==> src/sv/gcc_pkg.sv <==
// Shared types, constants and helpers for the granular contact counter.
// No dependencies; used by the contact pipeline, the counter and the top level.
package gcc_pkg;

  // Storage sizing
  localparam int COLUMNS    = 4;
  localparam int COUNT_BITS = 8;
  localparam int OUT_FIELDS = 4;
  localparam int BOUND_COLS = 4;
  localparam int FIELD_BITS = 8;
  localparam int USED_BITS  = 4;

  localparam logic [COUNT_BITS-1:0] COUNT_MAX = {COUNT_BITS{1'b1}};

  // Stream widths
  localparam int IN_DATA_BITS  = 264;
  localparam int IN_USER_BITS  = 2;
  localparam int OUT_DATA_BITS = OUT_FIELDS * FIELD_BITS;

  // Configuration register indexes
  localparam logic [1:0] CFG_COLUMNS_USED = 2'd0;
  localparam logic [1:0] CFG_TYPE_LOW     = 2'd1;
  localparam logic [1:0] CFG_TYPE_HIGH    = 2'd2;

  // Configuration reset values
  localparam logic [2:0]  COLUMNS_USED_RST = 3'd1;
  localparam logic [31:0] TYPE_LOW_RST     = 32'h0101_0101;
  localparam logic [31:0] TYPE_HIGH_RST    = 32'hFFFF_FFFF;

  typedef struct packed {
    logic [2:0]  columns_used;
    logic [31:0] type_low;
    logic [31:0] type_high;
  } cfg_t;

  // One neighbour pair as captured at the input
  typedef struct packed {
    logic [31:0] center_x;
    logic [31:0] center_y;
    logic [31:0] center_z;
    logic [30:0] center_radius;
    logic [31:0] other_x;
    logic [31:0] other_y;
    logic [31:0] other_z;
    logic [30:0] other_radius;
    logic [7:0]  other_type;
    logic        in_group;
    logic        pair_valid;
    logic        last_pair;
  } pair_t;

  // Side information that travels with a pair down the pipeline
  typedef struct packed {
    logic [7:0] other_type;
    logic       in_group;
    logic       pair_valid;
    logic       last_pair;
  } pair_ctrl_t;

  // Contact decision handed to the counter
  typedef struct packed {
    logic       hit;
    logic [7:0] other_type;
    logic       in_group;
    logic       last_pair;
  } contact_t;

  // Magnitude of the difference of two signed 32-bit coordinates
  function automatic logic [31:0] abs_diff(logic [31:0] a, logic [31:0] b);
    logic [32:0] d;
    logic [32:0] m;
    d = {a[31], a} - {b[31], b};
    m = d[32] ? (33'd0 - d) : d;
    return m[31:0];
  endfunction

endpackage

==> src/sv/gcc_counter.sv <==
// Per-column saturating contact counters and the result register.
// Depends on gcc_pkg for the configuration and contact types.
module gcc_counter (
  input  logic                              clk_i,
  input  logic                              rst_ni,
  input  gcc_pkg::cfg_t                     cfg_i,
  input  logic                              in_valid_i,
  output logic                              in_ready_o,
  input  gcc_pkg::contact_t                 in_contact_i,
  output logic                              out_valid_o,
  input  logic                              out_ready_i,
  output logic [gcc_pkg::OUT_DATA_BITS-1:0] out_data_o
);

  logic [gcc_pkg::COUNT_BITS-1:0] cnt_q [gcc_pkg::COLUMNS];
  logic [gcc_pkg::COUNT_BITS-1:0] cnt_d [gcc_pkg::COLUMNS];
  logic [gcc_pkg::COUNT_BITS-1:0] cnt_upd [gcc_pkg::COLUMNS];
  logic [gcc_pkg::OUT_DATA_BITS-1:0] res_q, res_d;
  logic out_valid_q;
  logic out_free, go, emit;
  logic [gcc_pkg::USED_BITS-1:0] used;

  // A non-last request never needs the result register
  assign out_free   = !out_valid_q || out_ready_i;
  assign in_ready_o = !in_contact_i.last_pair || out_free;
  assign go         = in_valid_i && in_ready_o;
  assign emit       = go && in_contact_i.last_pair;

  // Clamp the column count to the storage
  assign used = ({1'b0, cfg_i.columns_used} > gcc_pkg::USED_BITS'(gcc_pkg::COLUMNS))
              ? gcc_pkg::USED_BITS'(gcc_pkg::COLUMNS)
              : {1'b0, cfg_i.columns_used};

  // Count matching columns, build the result, clear on the last pair
  always_comb begin
    logic [7:0]  lo;
    logic [7:0]  hi;
    logic [15:0] ext;
    for (int m = 0; m < gcc_pkg::COLUMNS; m++) begin
      lo = cfg_i.type_low[(m % gcc_pkg::BOUND_COLS) * 8 +: 8];
      hi = cfg_i.type_high[(m % gcc_pkg::BOUND_COLS) * 8 +: 8];
      cnt_upd[m] = cnt_q[m];
      if (go && in_contact_i.hit && (gcc_pkg::USED_BITS'(m) < used)
          && (m < gcc_pkg::BOUND_COLS) && (in_contact_i.other_type >= lo)
          && (in_contact_i.other_type <= hi) && (cnt_q[m] != gcc_pkg::COUNT_MAX)) begin
        cnt_upd[m] = cnt_q[m] + 1'b1;
      end
      cnt_d[m] = emit ? '0 : cnt_upd[m];
    end
    res_d = '0;
    for (int j = 0; j < gcc_pkg::OUT_FIELDS; j++) begin
      ext = '0;
      if ((j < gcc_pkg::COLUMNS) && in_contact_i.in_group
          && (gcc_pkg::USED_BITS'(j) < used)) begin
        ext = 16'(cnt_upd[j % gcc_pkg::COLUMNS]);
      end
      res_d[j*gcc_pkg::FIELD_BITS +: gcc_pkg::FIELD_BITS] =
        (ext > 16'd255) ? 8'hFF : ext[7:0];
    end
  end

  always_ff @(posedge clk_i or negedge rst_ni) begin
    if (!rst_ni) begin
      out_valid_q <= 1'b0;
      for (int m = 0; m < gcc_pkg::COLUMNS; m++) cnt_q[m] <= '0;
    end else begin
      for (int m = 0; m < gcc_pkg::COLUMNS; m++) cnt_q[m] <= cnt_d[m];
      if (emit) begin
        out_valid_q <= 1'b1;
      end else if (out_ready_i) begin
        out_valid_q <= 1'b0;
      end
    end
  end

  // Load the result payload
  always_ff @(posedge clk_i) begin
    if (emit) res_q <= res_d;
  end

  assign out_valid_o = out_valid_q;
  assign out_data_o  = res_q;

endmodule

==> config.mk <==
export PLATFORM = sky130hd
export DESIGN_NAME = gcc_counter
export DESIGN_NICKNAME = d
export VERILOG_FILES = /design/src/sv/gcc_pkg.sv /design/src/sv/gcc_counter.sv
export SDC_FILE = /design/constraint.sdc
export NUM_CORES = 1
export LEC_CHECK = 0
export BUFFER_PORTS_ARGS = -buffer_cell sky130_fd_sc_hd__buf_2
export CAP_MARGIN = 20
export CORE_MARGIN = 5
export CORE_UTILIZATION = 50
export CTS_CLUSTER_DIAMETER = 200
export DETAILED_ROUTE_END_ITERATION = 6
export GPL_TIMING_DRIVEN = 0
export PLACE_DENSITY = 0.79
export SYNTH_ARGS = -nofsm -noshare
export SYNTH_HDL_FRONTEND = slang
export SYNTH_SLANG_ARGS = --single-unit
==> constraint.sdc <==
create_clock -name clk_i -period 7.35 [get_ports clk_i]
set_input_delay 1.1025 -clock clk_i [delete_from_list [all_inputs] [get_ports clk_i]]
set_output_delay 1.1025 -clock clk_i [all_outputs]
set_load 0.05 [all_outputs]
Yosys cells after proc, flatten, opt, wreduce, memory -nomap -nowiden
Cells that the tools add are included.

$add $sub $neg: 4. $lt $le $gt $ge: 17. Eq/ne operators: 4. Muxes and demuxes: 15. Reductions and logical operators: 28.

Operators by type and width (number): $mux W8 (12); $add A8 B1 Y8 const B (4); $ge A8 B8 Y1 (4); $gt A8 B8 Y1 const B (4); $le A8 B8 Y1 (4); $ne A8 B8 Y1 const B (4); $logic_and A1 B1 Y1 (23); $lt A1 B3 Y1 const A (2); $lt A2 B3 Y1 const A (2); $gt A3 B3 Y1 const B (1); $mux W3 (1); $logic_not A1 Y1 (2); $logic_or A1 B1 Y1 (2); $mux W1 (2); $reduce_bool A2 Y1 (1).

Bits in registers: 65. Input bits: 82. Output and inout port bits: 34. Logic and storage cells: 77.

Longest topological paths before layout
Gate-level depths: netlist (run 1).

Depth after elaboration: 12. Mapped depth: 9. Gate-level depth less buffers: 8.

Worst setup path before layout (run 1)
OpenSTA, ideal clock, no wires.

Path kind: input-to-reg. Start: input port out_ready_i. End: register res_q (netlist bit out_data_o[0]), enable pin. Library setup time: 409 ps. Arrival: 2653 ps. Data required time: 6941 ps. Setup slack: 4288 ps. Stages: 4. Buffers on the path: 1. Cells stage by stage: nand2b_1 nand3_1 clkinv_1 clkbuf_1.

Cells in the longest elaborated chain, start to end: 4.

RTL lines: from (decl) (line gcc_counter.sv:11) `input logic out_ready_i,`; $logic_or A1 B1 Y1 (line gcc_counter.sv:24) `assign out_free = !out_valid_q || out_ready_i;`; $logic_or A1 B1 Y1 (line gcc_counter.sv:25) `assign in_ready_o = !in_contact_i.last_pair || out_free;`; $logic_and A1 B1 Y1 (line gcc_counter.sv:26) `assign go = in_valid_i && in_ready_o;`; $logic_and A1 B1 Y1 (line gcc_counter.sv:27) `assign emit = go && in_contact_i.last_pair;`; named net emit (line gcc_counter.sv:20) `logic out_free, go, emit;`; to (signal assigned) (line gcc_counter.sv:78) `if (emit) res_q <= res_d;`; to (decl) (line gcc_counter.sv:18) `logic [gcc_pkg::OUT_DATA_BITS-1:0] res_q, res_d;`.

The timed path passes the listed nets, and every way through them passes these cells. A chain may end at the register's enable or synchronous reset.

Worst setup path in the final report (run 1)
Start: input port in_contact_i[2] (netlist bit). End: register res_q (netlist bit out_data_o[20]), data pin.

Cells in the longest elaborated chain, start to end: 7.

RTL lines: from (decl) (line gcc_counter.sv:9) `input gcc_pkg::contact_t in_contact_i,`; $ge A8 B8 Y1 (line gcc_counter.sv:44) `&& (m < gcc_pkg::BOUND_COLS) && (in_contact_i.other_type >= lo)`; $logic_and A1 B1 Y1 (line gcc_counter.sv:44); $logic_and A1 B1 Y1 * (2 in a row) (line gcc_counter.sv:45) `&& (in_contact_i.other_type <= hi) && (cnt_q[m] != gcc_pkg::COUNT_MAX)) begin`; $mux W8 * (line gcc_counter.sv:43) `if (go && in_contact_i.hit && (gcc_pkg::USED_BITS'(m) < used)`; $mux W8 * (line gcc_counter.sv:53) `if ((j < gcc_pkg::COLUMNS) && in_contact_i.in_group`; $gt A8 B8 Y1 (line gcc_counter.sv:58) `(ext > 16'd255) ? 8'hFF : ext[7:0];`.

Every way passes the cells marked *; elsewhere a longest branch is shown, timed or not.

==> impl_metrics.py, run 1 <==
metrics = {
    "drt": {
        "avgViaCountPerCell": 5.75,
        "wire_per_inst_um": 15.8,
        "drtIter0Drc": 506,
        "wl_mm": 12.8,
        "drc": 0,
        "ant_nets": 0,
        "firstDrtPassIters": 5,
        "vias": 4676,
    },
    "place": {
        "io_buffers": 115,
        "placed_area_sq_um": 5740,
        "gp_congestion": 0.926,
        "place_hpwl_mm": 9.98,
    },
    "sta": {
        "hold_viol": 0,
        "tns_ns": 0,
        "fin_skew_ns": 0.0112,
        "fin_crit_sh_pct": 43.4,
        "max_slew_margin_pct": 46.0,
        "max_freq_mhz": 313,
        "whs_ns": 0.560,
        "finalSetupViolCount": 0,
        "tightestPinTransition_ns": 0.809,
        "rsz0062_at_grt": "false",
        "fin_crit_ns": 3.19,
        "slew_viol_final": 0,
    },
    "clock_network": {
        "clockBufferDepth": 2,
        "cts_resized": 0,
        "cts_setup_buffers": 0,
        "clk_latency_ns": 0.35,
        "cts_tree": "done",
        "ctsHoldBuffers": 0,
        "clk_pin_slew_worst_paths_ns": 0.07,
        "cts_buffers": 9,
        "clockRootBuffer": "clkbuf_8",
        "htree_levels": 3,
        "cts_sinks": 65,
    },
    "synthesis": {
        "synthMuxAreaShare_pct": 2.01,
        "synth_cells": 549,
        "syn_avg_cell_area_sq_um": 9.05,
        "synth_top_area_share_pct": 19.3,
        "syn_area_sq_um": 4970,
        "yosysTopAreaCell": "edfxtp_1",
        "yosysSeqAreaShare_pct": 35.9,
        "synth_top_cells_by_area": "edfxtp_1 19%, ha_1 17%, dfrtp_1 17%",
        "synth-edff-count": 32,
        "ys_warn_count": 0,
        "syn_nets": 699,
        "synth_compound_area_share_pct": 16.9,
        "synth_cell_types": 56,
        "synthSimpleGateAreaFrac_pct": 22.0,
        "synth_common_cells": "68 x ha_1, 61 x inv_1, 53 x nand2_1",
        "synthFlopType": "dfrtp_1",
        "synth.most_common_cell": "ha_1",
        "synth_async_sr_flop_share_pct": 50.8,
        "synth-seq-cells": 65,
        "synthXorXnorAreaFrac_pct": 0.176,
        "synth_top_family_by_area": "simple AND/OR/NAND/NOR gates",
        "synth_adder_area_share_pct": 17.1,
    },
    "final_layout": {
        "multi_input_area_sq_um": 2900,
        "seq_area_sq_um": 1790,
        "drive_gt1_share_pct": 21.9,
        "fin_area_sq_um": 5910,
        "diodes": 0,
        "synthToLayoutAreaGrowth_pct": 19.0,
        "fill_cells": 853,
        "final_nets": 826,
    },
    "status": {
        "status": "finished clean",
    },
    "setup_path": {
        "required_ns": 7.43,
        "crit_type": "in2reg",
        "r2r_start": "cnt_q[16]",
        "slowest_delay_ns": 0.40,
        "arrival_ns": 3.28,
        "path_cells": "buf_2 -> inv_1 -> ha_1 -> and4_1 -> nand2b_1 -> a211o_1 -> a211oi_2 -> buf_2 -> nand3_1 -> mux2i_1",
        "worstReg2RegEnd": "out_data_o[15]",
        "slowest_stage": "a211oi_2",
        "critical-path-top-delay-family": "compound AO/OA/AOI/OAI gates",
        "path_buf_inv": 3,
        "crit_fanout": 10,
        "setup.worst_path.end_class": "flop",
        "reg2reg_depth": 8,
        "rrSetupSlack_ns": 4.82,
        "cp_common_cell": "buf_2",
        "setup.worst_path.start_class": "primary input",
    },
    "power": {
        "p_leak_uw": 0.00294,
        "p_per_area_nw_per_um2": 148,
        "vdd_ir_drop_max_mv": 0.0649,
        "total_power_uw": 874,
    },
    "global_route": {
        "antenna_found_initial": 0,
        "grt_pass1_vias": 4534,
        "grt_pass1_wl_mm": 20.7,
        "overflow": 0,
        "grt_max_degree": 34,
        "grt_util_all_layers_pct": 22.1,
    },
    "floorplan": {
        "die_h_um": 110,
        "fp.dieW_um": 110,
        "ios": 116,
        "initial_utilization_pct": 51.1,
        "fp-row-count": 36,
        "core-area_sq_um": 9730,
        "dieArea_sq_um": 12000,
    },
    "min_path": {
        "hold_class": "reg2reg",
        "min_to": "out_valid_o",
        "worstHoldStart": "out_valid_o",
        "whs_path_depth": 2,
    },
    "run": {
        "max_cap_violations": 0,
    },
}
power by group:
group | internal (uW) | switching, uW
Sequential | 394 | 7.63
Combinational | 71.7 | 130
Clock | 137 | 133
Total | 603 | 271
per-layer routing:
layer  wire length (um)  vias up  GRT usage (%)
met2               5730      232           36.0
li1                   -     2294              -
met3               1190       36           3.93
met5                  0        -              0
met1               5630     2114           29.1
met4                297        0           9.26
metrics by stage:
stage	cells	util, %	worst slack [ns]
2_1_floorplan	549	-	4.29
3_3_place_gp	797	58.7	3.57
3_5_place_dp	798	59.0	3.80
4_1_cts	813	60.8	4.17
5_1_grt	813	60.8	3.97
6_report	813	60.8	4.16
state kept, by name, summed over array words and instances, names as in the netlist:
name	count
out_data_o	32
cnt_q	32
out_valid_o	1
worst max path at each step:
stage | endpoint | slack [ns] | startpoint | cells after the start
6_report | out_data_o[20] | 4.16 | in_contact_i[2] | 10
5_1_grt | out_data_o[4] | 3.97 | in_contact_i[2] | 10
4_1_cts | out_data_o[20] | 4.17 | in_contact_i[2] | 10
3_5_place_dp | out_data_o[9] | 3.80 | in_contact_i[2] | 10
3_3_place_gp | out_data_o[19] | 3.57 | out_ready_i | 5
2_1_floorplan | out_data_o[0] | 4.29 | out_ready_i | 4
cell usage in the layout, fill, tap and decap left out, types with 3 or more instances in the layout:
master,Yosys,final
nand2b_1,12,12
nand3_1,20,20
clkbuf_1,10,10
nand4_1,19,19
o311ai_0,8,8
o21ai_0,17,17
a211oi_1,5,5
nor3b_1,3,3
or4_1,8,8
nor2_1,32,32
ha_1,68,68
or3_1,14,14
nand2_1,53,53
a31o_2,3,3
a31oi_1,4,4
a41o_1,7,7
a21oi_1,45,45
mux2i_1,10,10
edfxtp_1,32,32
and4_1,3,3
dfrtp_1,33,33
nor2b_1,7,7
inv_1,61,61
and3_1,9,9
nor3_1,9,9
buf_2,2,117
clkbuf_8,0,11
a21o_1,3,3
and2_1,3,3
o211ai_1,13,13
o31ai_1,3,3
logic make-up after synthesis:
logic type      count (synthesis)
buf+inv                        75
xor+xnor                        1
fa+ha+maj                      68
flops                          65
compound gates                125
simple gates                  205
mux                            10
worst register-to-register path, cell delays in order, from the launching register on:
cell	delay, ns
dfrtp_1	0.42
ha_1	0.25
nand2_1	0.11
nor2_1	0.05
a311oi_1	0.43
nand4_1	0.32
buf_2	0.28
o31ai_1	0.27
a21oi_1	0.12
cell type report:
type | instances | share of cell area [%]
buffer | 13 | 0.952
sequential | 65 | 30.2
clock inverter | 3 | 0.275
multi-input combinational | 409 | 49.0
timing repair buffer | 116 | 10.2
clock buffer | 12 | 2.62
tap | 133 | 2.81
inverter | 62 | 3.94
Power figures use the tool's default switching activity.
==> run 2: changes to the inputs <==
--- a/config.mk
+++ b/config.mk
@@ -5,6 +5,7 @@
 export SDC_FILE = /design/constraint.sdc
 export NUM_CORES = 1
 export LEC_CHECK = 0
+export ABC_AREA = 1
 export BUFFER_PORTS_ARGS = -buffer_cell sky130_fd_sc_hd__buf_2
 export CAP_MARGIN = 20
 export CORE_MARGIN = 5
==> constraint.sdc (replaced) <==
create_clock -name clk_i -period 3.3 [get_ports clk_i]
set_input_delay 0.495 -clock clk_i [delete_from_list [all_inputs] [get_ports clk_i]]
set_output_delay 0.495 -clock clk_i [all_outputs]
set_load 0.05 [all_outputs]
==> impl_metrics.py, run 2 <==
metrics = {
    "status": {
        "status": "finished clean",
    },
    "global_route": {
        "grt.met2_usage_pct": 36.8,
        "grt_util_all_layers_pct": 20.2,
        "grt.busiest_layer": "met2",
        "antenna_found_initial": 0,
        "overflow": 0,
        "grt_pass1_wl_mm": 20.7,
        "grt.met3_usage_pct": 5.74,
        "grt_pass1_vias": 4629,
        "grt_max_degree": 42,
        "gr-usage-met1_pct": 22.8,
    },
    "synthesis": {
        "syn_nets": 795,
        "yosysTopAreaCell": "edfxtp_1",
        "syn_area_sq_um": 5040,
        "synth-seq-cells": 65,
        "yosysSeqAreaShare_pct": 35.4,
        "synth-edff-count": 32,
        "ys_warn_count": 0,
        "synth_top_area_share_pct": 19.1,
        "synth.most_common_cell": "nand2_1",
        "synth_cells": 645,
        "synth_common_cells": "150 x nand2_1, 125 x inv_1, 85 x nor2_1",
        "syn_avg_cell_area_sq_um": 7.82,
        "synth_async_sr_flop_share_pct": 50.8,
        "synth_cell_types": 34,
        "synthFlopType": "dfrtp_1",
        "synth_top_cells_by_area": "edfxtp_1 19%, ha_1 17%, dfrtp_1 16%",
    },
    "sta": {
        "max_freq_mhz": 484,
        "fin_skew_ns": 0.00787,
        "fin_crit_sh_pct": 62.6,
        "finalSetupViolCount": 0,
        "tightestPinTransition_ns": 0.819,
        "slew_viol_final": 0,
        "fin_crit_ns": 2.06,
        "max_slew_margin_pct": 44.8,
        "hold_viol": 0,
        "rsz0062_at_grt": "false",
        "tns_ns": 0,
    },
    "drt": {
        "wire_per_inst_um": 13.7,
        "avgViaCountPerCell": 5.15,
        "drtIter0Drc": 227,
        "wl_mm": 12.4,
        "ant_nets": 0,
        "vias": 4675,
        "drc": 0,
        "firstDrtPassIters": 5,
    },
    "place": {
        "io_buffers": 115,
        "gp_congestion": 0.873,
        "place_hpwl_mm": 9.75,
        "placed_area_sq_um": 5780,
    },
    "final_layout": {
        "drive_gt1_share_pct": 20.9,
        "fill_cells": 885,
        "fin_util_pct": 60.8,
        "synthToLayoutAreaGrowth_pct": 18.4,
        "diodes": 0,
        "fin_area_sq_um": 5970,
        "final_common_cell": "nand2_1",
        "final_cell_mix": "150 x nand2_1, 125 x inv_1, 115 x buf_2, 85 x nor2_1, 68 x ha_1",
        "final_nets": 921,
    },
    "floorplan": {
        "die_h_um": 110,
        "ios": 116,
        "initial_utilization_pct": 51.4,
        "core-area_sq_um": 9820,
        "fp-row-count": 36,
        "fp.dieW_um": 110,
        "dieArea_sq_um": 12200,
    },
    "power": {
        "pwr-share-seq_pct": 43.8,
        "p_comb_share_pct": 26.1,
        "p_per_area_nw_per_um2": 363,
        "vdd_ir_drop_max_mv": 0.439,
        "p_leak_uw": 0.00330,
        "clock_power_share_pct": 30.1,
        "swShare_pct": 32.4,
        "internal_power_uw": 1470,
        "p_sw_uw": 704,
    },
    "setup_path": {
        "path_cells": "buf_2 -> inv_1 -> ha_1 -> nand2_1 -> nor2_1 -> nor2_1 -> nand2_1 -> nand2_1 -> nand2_1 -> nand3_2 -> nor2_4 -> nand2_1 -> nand2_1 -> nor2_1",
        "crit_type": "in2reg",
        "slowest_stage": "ha_1",
        "crit_fanout": 9,
        "cp_common_cell": "nand2_1",
        "critical-path-top-delay-family": "simple AND/OR/NAND/NOR gates",
        "arrival_ns": 2.13,
        "slowest_delay_ns": 0.35,
        "required_ns": 3.37,
        "path_buf_inv": 2,
        "setup.worst_path.end_class": "flop",
        "setup.worst_path.start_class": "primary input",
    },
    "clock_network": {
        "htree_levels": 3,
        "ctsHoldBuffers": 0,
        "cts_buffers": 9,
        "cts_sinks": 65,
        "clockBufferDepth": 2,
        "cts_tree": "done",
        "clk_latency_ns": 0.34,
        "clk_pin_slew_worst_paths_ns": 0.07,
        "clockRootBuffer": "clkbuf_8",
        "cts_setup_buffers": 0,
        "cts_resized": 0,
    },
    "min_path": {
        "hold_class": "in2async",
    },
    "run": {
        "max_cap_violations": 0,
    },
}
-- run 2: metrics by stage --
stage               hold slack, ns  std cells  power [uW]  setup slack [ns]
floorplan                    0.199        645        1340              1.35
global placement             0.554        893        1490              1.01
detailed placement           0.564        893        1530             0.913
CTS                          0.244        908        2180              1.27
global route                 0.290        908        2290              1.02
finish                       0.229        908        2170              1.24
-- run 2: worst paths after layout --
path,cells past startpoint,slack [ns],from,to
worst max-delay path,14,1.24,in_contact_i[2],out_data_o[12]
worst min-delay path,1,0.23,rst_ni,cnt_q[10]
worst max register to register,9,1.45,cnt_q[16],out_data_o[12]
worst min register to register,2,0.58,out_valid_o,out_valid_o
max in group asynchronous,1,2.56,rst_ni,cnt_q[19]
min in group clk_i,4,0.44,out_ready_i,out_valid_o
-- run 2: logic make-up (layout without fill, tap and decap cells) --
kind of cell	after synthesis	in the layout	synth area share (%)
AND/OR/NAND/NOR	308	308	27.8
buffers and inverters	133	263	10.5
adder cells (fa/ha/maj)	68	68	16.9
flip-flops	65	65	35.4
AO/OA/AOI/OAI	57	57	6.97
XOR/XNOR	14	14	2.43
-- run 2: worst register-to-register path, cell delays in order, from the launching register on --
cell	delay (ns)
dfrtp_1	0.41
ha_1	0.25
nand3_2	0.11
nor3_2	0.06
nand3_1	0.08
nand3_2	0.19
nor2_4	0.23
nand2_1	0.09
nand2_1	0.11
nor2_1	0.05
-- run 2: cell type report --
type / count / area (sq um) / area share [%]
Buffer: 7 / 56.3 / 0.943
Clock buffer: 11 / 141 / 2.37
Clock inverter: 4 / 43.8 / 0.734
Inverter: 126 / 473 / 7.92
Multi-Input combinational cell: 447 / 2730 / 45.7
Sequential cell: 65 / 1790 / 29.9
Tap cell: 133 / 166 / 2.79
Timing Repair Buffer: 115 / 576 / 9.64
-- run 2: power by group through the flow --
stage | logic, uW | clock network [uW] | registers (uW)
floorplan | 321 | 0 | 1020
global placement | 534 | 0 | 960
detailed placement | 564 | 0 | 964
CTS | 568 | 664 | 949
global route | 642 | 695 | 956
finish | 566 | 653 | 950
-- run 2: routing by layer --
metal	vias up	share of wire, %	wire (um)
met4	0	1.9	235
met5	-	0	0
met1	2167	40	5030
met2	157	52	6420
li1	2320	-	-
met3	31	6.2	768
==> run 3: changes to the inputs <==
--- a/config.mk
+++ b/config.mk
@@ -5,7 +5,7 @@
 export SDC_FILE = /design/constraint.sdc
 export NUM_CORES = 1
 export LEC_CHECK = 0
-export ABC_AREA = 1
+export ABC_AREA = 0
 export BUFFER_PORTS_ARGS = -buffer_cell sky130_fd_sc_hd__buf_2
 export CAP_MARGIN = 20
 export CORE_MARGIN = 5
==> constraint.sdc (replaced) <==
create_clock -name clk_i -period 2.2 [get_ports clk_i]
set_input_delay 0.33 -clock clk_i [delete_from_list [all_inputs] [get_ports clk_i]]
set_output_delay 0.33 -clock clk_i [all_outputs]
set_load 0.05 [all_outputs]
==> impl_metrics.py, run 3 (synthesized netlist as in run 1, its figures left out) <==
metrics = {
    "status": {
        "status": "complete, but fails checks",
        "violations": "setup timing",
    },
    "setup_path": {
        "arrival_ns": 2.33,
        "required_ns": 2.31,
        "setup.worst_path.end_class": "flop",
        "crit_type": "in2reg",
        "crit_fanout": 8,
        "setup.worst_path.start_class": "primary input",
    },
    "clock_network": {
        "ctsHoldBuffers": 0,
        "clockBufferDepth": 2,
        "cts_sinks": 65,
        "cts_buffers": 9,
        "clk_latency_ns": 0.36,
        "cts_tree": "done",
        "clockRootBuffer": "clkbuf_8",
        "clk_pin_slew_worst_paths_ns": 0.08,
        "htree_levels": 3,
    },
    "min_path": {
        "hold_class": "in2async",
    },
    "floorplan": {
        "dieArea_sq_um": 12000,
        "fp.dieW_um": 110,
        "ios": 116,
        "initial_utilization_pct": 51.1,
        "die_h_um": 110,
        "fp-row-count": 36,
        "core-area_sq_um": 9730,
    },
    "global_route": {
        "antenna_found_initial": 0,
        "grt_pass1_wl_mm": 21.9,
        "grt_util_all_layers_pct": 23.0,
        "grt_max_degree": 42,
        "overflow": 0,
        "grt_pass1_vias": 4775,
    },
    "place": {
        "io_buffers": 115,
        "place_hpwl_mm": 10.2,
        "gp_congestion": 0.916,
        "post-place-ws_ns": -0.531,
    },
    "sta": {
        "max_slew_margin_pct": 40.8,
        "slew_viol_final": 0,
        "hold_viol": 0,
        "fin_crit_ns": 2.22,
        "fin_crit_sh_pct": 101,
        "whs_ns": 0.0570,
        "layout_setup_ws_ns": -0.0152,
        "fin_skew_ns": 0.0138,
        "max_freq_mhz": 451,
        "tightestPinTransition_ns": 0.886,
        "rsz0062_at_grt": "true",
        "finalSetupViolCount": 3,
    },
    "final_layout": {
        "diodes": 0,
        "seq_area_sq_um": 1790,
        "synthToLayoutAreaGrowth_pct": 32.4,
        "multi_input_area_sq_um": 3370,
        "drive_gt1_share_pct": 33.8,
        "final_cell_mix": "113 x buf_2, 60 x inv_1, 55 x ha_1, 51 x nand2_1, 37 x a21oi_1",
        "final_nets": 843,
        "final_common_cell": "buf_2",
        "fill_cells": 781,
    },
    "drt": {
        "ant_nets": 0,
        "avgViaCountPerCell": 5.90,
        "wire_per_inst_um": 17.3,
        "wl_mm": 14.3,
        "drc": 0,
        "firstDrtPassIters": 6,
        "drtIter0Drc": 483,
        "vias": 4902,
    },
    "power": {
        "vdd_ir_drop_max_mv": 0.289,
        "p_per_area_nw_per_um2": 463,
        "p_leak_uw": 0.00312,
    },
    "run": {
        "max_cap_violations": 0,
    },
}
run 3: report_power, final:
group | total [uW] | internal (uW) | switching (uW)
logic | 787 | 297 | 490
clock network | 915 | 436 | 480
registers | 1340 | 1320 | 28.4
total | 3050 | 2050 | 998
run 3: final timing paths:
kind                                  from            end  slack (ns)  depth (start not counted)
setup / recovery           in_contact_i[7]  out_data_o[1]       -0.02                          9
hold / removal                      rst_ni       cnt_q[0]        0.06                          1
setup reg to reg                 cnt_q[24]  out_data_o[4]        0.03                          7
hold reg to reg                out_valid_o    out_valid_o        0.56                          2
max in group asynchronous           rst_ni    out_valid_o        1.57                          1
min in group clk_i             out_ready_i    out_valid_o        0.28                          3
run 3: what timing repair did:
item	CTS	global route
setup endpoints to repair	62	50
resized for setup	21	92
gates cloned	0	1
buffers inserted	8	10
pin swaps	12	29
run 3: cell type report:
class                      instances  share of cell area (%)
multi-input combinational        409                    51.2
sequential                        65                    27.2
timing repair buffer             134                    11.4
inverter                          62                    3.59
tap                              133                    2.53
clock buffer                      11                    2.15
buffer                            12                    1.48
clock inverter                     5                   0.475
run 3: layer usage:
metal	track usage (%)	routed length, um	vias up
li1	-	-	2336
met1	29.8	5990	2245
met2	38.8	6750	283
met3	4.17	1310	38
met4	7.39	303	0
met5	0	0	-
run 3: metrics by stage:
| step | instances | utilization, % | cell area (sq um) | power, uW | setup TNS, ns |
|---|---|---|---|---|---|
| after floorplan | 549 | - | 4990 | 1790 | -0.0668 |
| final | 831 | 67.7 | 6580 | 3050 | -0.0393 |
| after global placement | 797 | 59.0 | 5740 | 2000 | -19.99 |
| after global routing | 831 | 67.7 | 6580 | 3190 | -0.418 |
| after CTS | 821 | 62.2 | 6050 | 2970 | -0.174 |
| after detailed placement | 797 | 59.0 | 5740 | 2030 | -22.73 |
run 3: critical path, cell delays in order:
cell      delay, ns
buf_2          0.18
ha_1           0.32
nand4_1        0.16
nand2b_1       0.20
a211o_1        0.35
a211oi_4       0.35
buf_6          0.17
a21oi_2        0.06
a41o_1         0.20
